### config.mk
export PLATFORM = sky130hd
export DESIGN_NAME = btvrg_weights
export DESIGN_NICKNAME = d
export VERILOG_FILES = /design/src/btvrg_pkg.sv /design/src/btvrg_weights.sv
export SDC_FILE = /design/constraint.sdc
export NUM_CORES = 1
export LEC_CHECK = 0
export ABC_AREA = 1
export BUFFER_PORTS_ARGS = -buffer_cell sky130_fd_sc_hd__buf_2
export CAP_MARGIN = 20
export CORE_MARGIN = 1
export CORE_UTILIZATION = 50
export DETAILED_ROUTE_END_ITERATION = 8
export MAX_ROUTING_LAYER = met4
export PLACE_DENSITY = 0.72
export SLEW_MARGIN = 20
export SYNTH_ARGS = -nofsm -noshare
export SYNTH_HDL_FRONTEND = slang
export SYNTH_SLANG_ARGS = --single-unit
### constraint.sdc
create_clock -name clock -period 7.1 [get_ports clock]
set_clock_uncertainty 0.1 [all_clocks]
set_input_delay 1.42 -clock clock [delete_from_list [all_inputs] [get_ports clock]]
set_output_delay 1.42 -clock clock [all_outputs]
set_load 0.1 [all_outputs]
### src/btvrg_pkg.sv
// ----------------------------------------------------------------------------
// btvrg_pkg: shared types and constants for the BTV gradient block
// Geometry limits, register indexes, window and weight types.
// ----------------------------------------------------------------------------
package btvrg_pkg;

   localparam int MAX_HALF   = 3;
   localparam int MAX_WIDTH  = 2048;
   localparam int NL         = 2 * MAX_HALF + 1;
   localparam int NW         = 2 * MAX_HALF + 1;
   localparam int COL_W      = $clog2(MAX_WIDTH);
   localparam int ROW_W      = 12;
   localparam int BANK_W     = $clog2(NL);
   localparam int IDX_W      = $clog2(NW);
   localparam int HALF_W     = 2;
   localparam int CH_W       = 8;
   localparam int PIX_W      = 3 * CH_W;
   localparam int WGT_W      = 17;
   localparam int GRAD_W     = 23;
   localparam int FW_W       = 12;
   localparam int FH_W       = 13;
   localparam int MAX_HEIGHT = 4096;
   localparam int ONE_Q16    = 65536;
   localparam int HALF_Q16   = 32768;

   localparam int CSR_ADDR_W = 3;
   localparam int CSR_DATA_W = 17;
   localparam logic [CSR_ADDR_W-1:0] CSR_FRAME_WIDTH  = 3'd0;
   localparam logic [CSR_ADDR_W-1:0] CSR_FRAME_HEIGHT = 3'd1;
   localparam logic [CSR_ADDR_W-1:0] CSR_HALF_WIDTH   = 3'd2;
   localparam logic [CSR_ADDR_W-1:0] CSR_HALF_HEIGHT  = 3'd3;
   localparam logic [CSR_ADDR_W-1:0] CSR_DECAY        = 3'd4;

   typedef logic [PIX_W-1:0]                      pix_type;
   typedef logic [NL-1:0][PIX_W-1:0]              bank_data_type;
   typedef logic [NW-1:0][NW-1:0][PIX_W-1:0]      pix_win_type;
   typedef logic [NW-1:0][NW-1:0][CH_W-1:0]       chan_win_type;
   typedef logic [NW-1:0][WGT_W-1:0]              weight_set_type;

   typedef struct packed {
      logic [HALF_W-1:0] kh;
      logic [HALF_W-1:0] kw;
      logic [HALF_W-1:0] reach;
   } geom_type;

   typedef struct packed {
      logic             valid;
      logic             emit;
      logic             last;
      logic [ROW_W-1:0] row;
      logic [COL_W-1:0] col;
   } meta_type;

   typedef enum logic [1:0] {
      WGT_IDLE  = 2'b01,
      WGT_BUILD = 2'b10
   } wgt_state_type;

endpackage

### src/btvrg_weights.sv
// ----------------------------------------------------------------------------
// btvrg_weights: decay power table
// Rebuild w(k) = (w(k-1)*decay + 0.5) >> 16, one entry per cycle.
// ----------------------------------------------------------------------------
module btvrg_weights (
   input  logic                               clock,
   input  logic                               reset,
   input  logic                               start,
   input  logic [btvrg_pkg::WGT_W-1:0]        decay,
   output btvrg_pkg::weight_set_type          weights,
   output logic                               busy
);

   btvrg_pkg::wgt_state_type          state_ff, state_in;
   logic [btvrg_pkg::IDX_W-1:0]       idx_ff, idx_in;
   btvrg_pkg::weight_set_type         w_ff;
   logic [btvrg_pkg::WGT_W-1:0]       alpha;
   logic [2*btvrg_pkg::WGT_W-1:0]     prod;

   // saturate alpha at one
   assign alpha = (decay > btvrg_pkg::WGT_W'(btvrg_pkg::ONE_Q16))
                  ? btvrg_pkg::WGT_W'(btvrg_pkg::ONE_Q16) : decay;
   assign prod  = (2*btvrg_pkg::WGT_W)'(w_ff[idx_ff - 1'b1]) * (2*btvrg_pkg::WGT_W)'(alpha)
                  + (2*btvrg_pkg::WGT_W)'(btvrg_pkg::HALF_Q16);

   always_comb begin
      state_in = state_ff;
      idx_in   = idx_ff;
      case (state_ff)
         btvrg_pkg::WGT_IDLE: begin
            state_in = btvrg_pkg::WGT_IDLE;
         end
         btvrg_pkg::WGT_BUILD: begin
            idx_in = idx_ff + 1'b1;
            if (idx_ff == btvrg_pkg::IDX_W'(btvrg_pkg::NW - 1)) begin
               state_in = btvrg_pkg::WGT_IDLE;
            end
         end
         default: begin
            state_in = btvrg_pkg::WGT_IDLE;
         end
      endcase
      if (start) begin
         state_in = btvrg_pkg::WGT_BUILD;
         idx_in   = btvrg_pkg::IDX_W'(1);
      end
   end

   always_ff @(posedge clock) begin
      if (reset) begin
         state_ff <= btvrg_pkg::WGT_BUILD;
         idx_ff   <= btvrg_pkg::IDX_W'(1);
      end else begin
         state_ff <= state_in;
         idx_ff   <= idx_in;
      end
   end

   always_ff @(posedge clock) begin
      w_ff[0] <= btvrg_pkg::WGT_W'(btvrg_pkg::ONE_Q16);
      if (state_ff == btvrg_pkg::WGT_BUILD) begin
         w_ff[idx_ff] <= prod[btvrg_pkg::WGT_W+15:16];
      end
   end

   assign weights = w_ff;
   assign busy    = (state_ff == btvrg_pkg::WGT_BUILD);

endmodule

==> results.ini <==
[outcome]
status = finished, violations left
violations = setup timing

[critical_path]
end_kind = flip-flop
cp_num_buf_inv = 8
path_max_fanout = 6
rr_endpoint = weights[7]$_SDFF_PP0_
crit_arrival_ns = 7.18
worstSetupStartpointType = input port
reg2reg_slack_ns = 0.07
path_depth = 29
cpMostUsedCell = fa_1
setup.worst_path.end = weights[67]$_DFFE_PP_
timing.rr.start = idx_ff[1]$_SDFFE_PP0P_
max_stage_delay_ns = 0.52
critical_path.top_delay_family = adder cells
ff2ff_path_depth = 29
crit_path_top_delay_cell = fa_1
crit_path_start = decay[7]
path_class = input port to flip-flop
worstPathRequired_ns = 7.15

[sta]
post-route-min-period_ns = 7.13
fmax_mhz = 140
setup_violations = 14
slew_violations = 0
worst_slew_margin_rel = 0.242
fin_setup_tns_ns = -0.356
hold_viol_final = 0
hold-worst-slack_ns = 0.509
worst_slack_ns = -0.0309
fin_crit_sh = 1.00
rsz0062_at_grt = true
tightest_slew_ns = 1.13

[grt]
gr-total-overflow = 0
grt_max_degree = 73
grt_usage = 0.317
grt_pass1_vias = 13156
grt_pass1_wl_microns = 70800
antenna_found_initial = 0

[synthesis]
ys_seq_area_frac = 0.239
syn_inst = 1674
yosys_warnings = 0
ys_seq_elements = 124
ys.flop_type = edfxtp_1
synth_nets = 2032
synthArstFlopShare = 0
synth.distinct_cells = 46
synth_edf_count = 102
synth_area_sq_mm = 0.0147
syn_avg_cell_area_sq_um = 8.77

[floorplanning]
coreArea_sq_mm = 0.0288
fp-row-count = 62
pin_count = 140
start_util = 0.510
die_area_sq_mm = 0.0301
die_width_microns = 173
fp.dieH_microns = 173

[drt]
first_pass_iters = 6
wl_microns = 47400
drc = 0
vias = 13198
via_per_inst = 5.44
drt-wirelength-per-cell_microns = 19.5
drtIter0Drc = 1137
drtAntennaViolNets = 0

[placed_design]
gp_congestion = 0.980
port_buffers = 139
pre_cts_slack_ns = -0.822
place_hpwl_microns = 36600

[final_layout]
seq_area_sq_mm = 0.00351
mostFrequentLayoutCell = inv_1
num_antenna_cells = 0
area_growth_syn_to_layout_pct = 32.7
final_nets = 2389
drive_gt1_frac = 0.328
nFillCells = 2168
multi_input_area_sq_mm = 0.0106
mostFrequentLayoutCells = 328 x inv_1, 289 x nand2_1, 216 x fa_1, 204 x buf_4, 174 x nor2_1

[job]
maxCapViolCount = 0

[clocking]
cts.clk_slew.worst_paths_ns = 0.06
cts-root-buf = clkbuf_16
numClockSinks = 124
cts_tree = yes
clk_latency_ns = 0.42
ctsLongestPathBuffers = 2
cts_inserted_buffers = 17
htree_levels = 4
cts.hold.buffers_added = 0

[hold_path]
worstHoldPathType = flip-flop to flip-flop

==> kinds of logic (layout without fill, tap and decap cells) <==
family,Yosys count,after routing,synth area share
DFF,124,124,0.239
and+or+nand+nor,602,603,0.162
buffers and inverters,426,795,0.113
xor gates and xnor gates,14,14,0.00988
adders and majority gates,338,338,0.402
AOI/OAI and AO/OA,170,170,0.0748
==> state kept, by name, summed over array words and instances (netlist names) <==
register,count
weights,119
state_ff,2
idx_ff,3
==> metrics by stage <==
| step | util | area (sq um) | std cells |
|---|---|---|---|
| 3_3_place_gp | 0.604 | 17400 | 2360 |
| 4_1_cts | 0.637 | 18300 | 2398 |
| 6_report | 0.677 | 19500 | 2428 |
| 3_5_place_dp | 0.604 | 17400 | 2360 |
| 5_1_grt | 0.677 | 19500 | 2428 |
| 2_1_floorplan | - | 14800 | 1674 |
==> area by class of cell <==
| class | count | area share |
|---|---|---|
| clock buffers | 17 | 0.0218 |
| clock inverters | 15 | 0.00784 |
| inverters | 384 | 0.0767 |
| multi-input cells | 1125 | 0.542 |
| flip-flops and latches | 124 | 0.180 |
| well taps | 384 | 0.0247 |
| repair buffers | 378 | 0.146 |
| repair inverters | 1 | 0.000257 |
==> worst reg2reg max path: cells and delay by family (launching register included) <==
family	cells	cell delay [ns]
fa+ha+maj	8	3.36
buf+inv	11	1.35
compound gates	6	1.05
simple gates	3	0.50
flops	1	0.35
xor+xnor	1	0.26
==> metal layers <==
layer  vias to the layer above  global-route usage  part of all wire
met2                       672               0.499              0.49
met4                         0               0.121             0.041
met3                       135              0.0564             0.088
met1                      6538               0.409              0.39
li1                       5853                   -                 -
met5                         -                   -                 0
==> worst min-delay path by stage <==
| stage | startpoint | to | slack [ns] | cells past startpoint |
|---|---|---|---|---|
| 4_1_cts | idx_ff[2]$_SDFFE_PP0P_ | idx_ff[2]$_SDFFE_PP0P_ | 0.50 | 2 |
| 3_3_place_gp | idx_ff[2]$_SDFFE_PP0P_ | idx_ff[2]$_SDFFE_PP0P_ | 0.47 | 2 |
| 2_1_floorplan | idx_ff[2]$_SDFFE_PP0P_ | idx_ff[2]$_SDFFE_PP0P_ | 0.42 | 2 |
| 6_report | idx_ff[2]$_SDFFE_PP0P_ | idx_ff[2]$_SDFFE_PP0P_ | 0.51 | 2 |
| 5_1_grt | idx_ff[2]$_SDFFE_PP0P_ | idx_ff[2]$_SDFFE_PP0P_ | 0.56 | 2 |
| 3_5_place_dp | idx_ff[2]$_SDFFE_PP0P_ | idx_ff[2]$_SDFFE_PP0P_ | 0.48 | 2 |
==> Yosys cell counts, types with 6 or more instances <==
cell type  instances  area, sq um
nand2_1          334         1250
nor3_1             7         35.0
buf_2             23          115
a31oi_1           10         62.6
a31o_2            16          140
a221o_1            7         70.1
inv_1            364         1370
clkbuf_1          14         52.6
edfxtp_1         102         3060
nor2_1           217          815
nand3_1           21          105
a32o_1             7         70.1
xor2_1             6         52.6
ha_1             115         1440
o21a_1             7         52.6
clkinv_1          12         45.0
fa_1             223         4460
o21ai_2           12          105
inv_2              6         22.5
o21ai_0           28          140
a21oi_1           71          355
dfxtp_1           22          440
==> repair_timing <==
item	4_1_cts	5_1_grt
hold endpoints to repair	0	0
endpoints found under the setup margin	114	119
gates cloned	2	3
buffers inserted	4	28
gates resized for setup	68	234
pin swaps	32	126
Power is left out: the tool's default activity adds up to more than one toggle a clock period on the data nets, which glitch-free logic cannot reach.
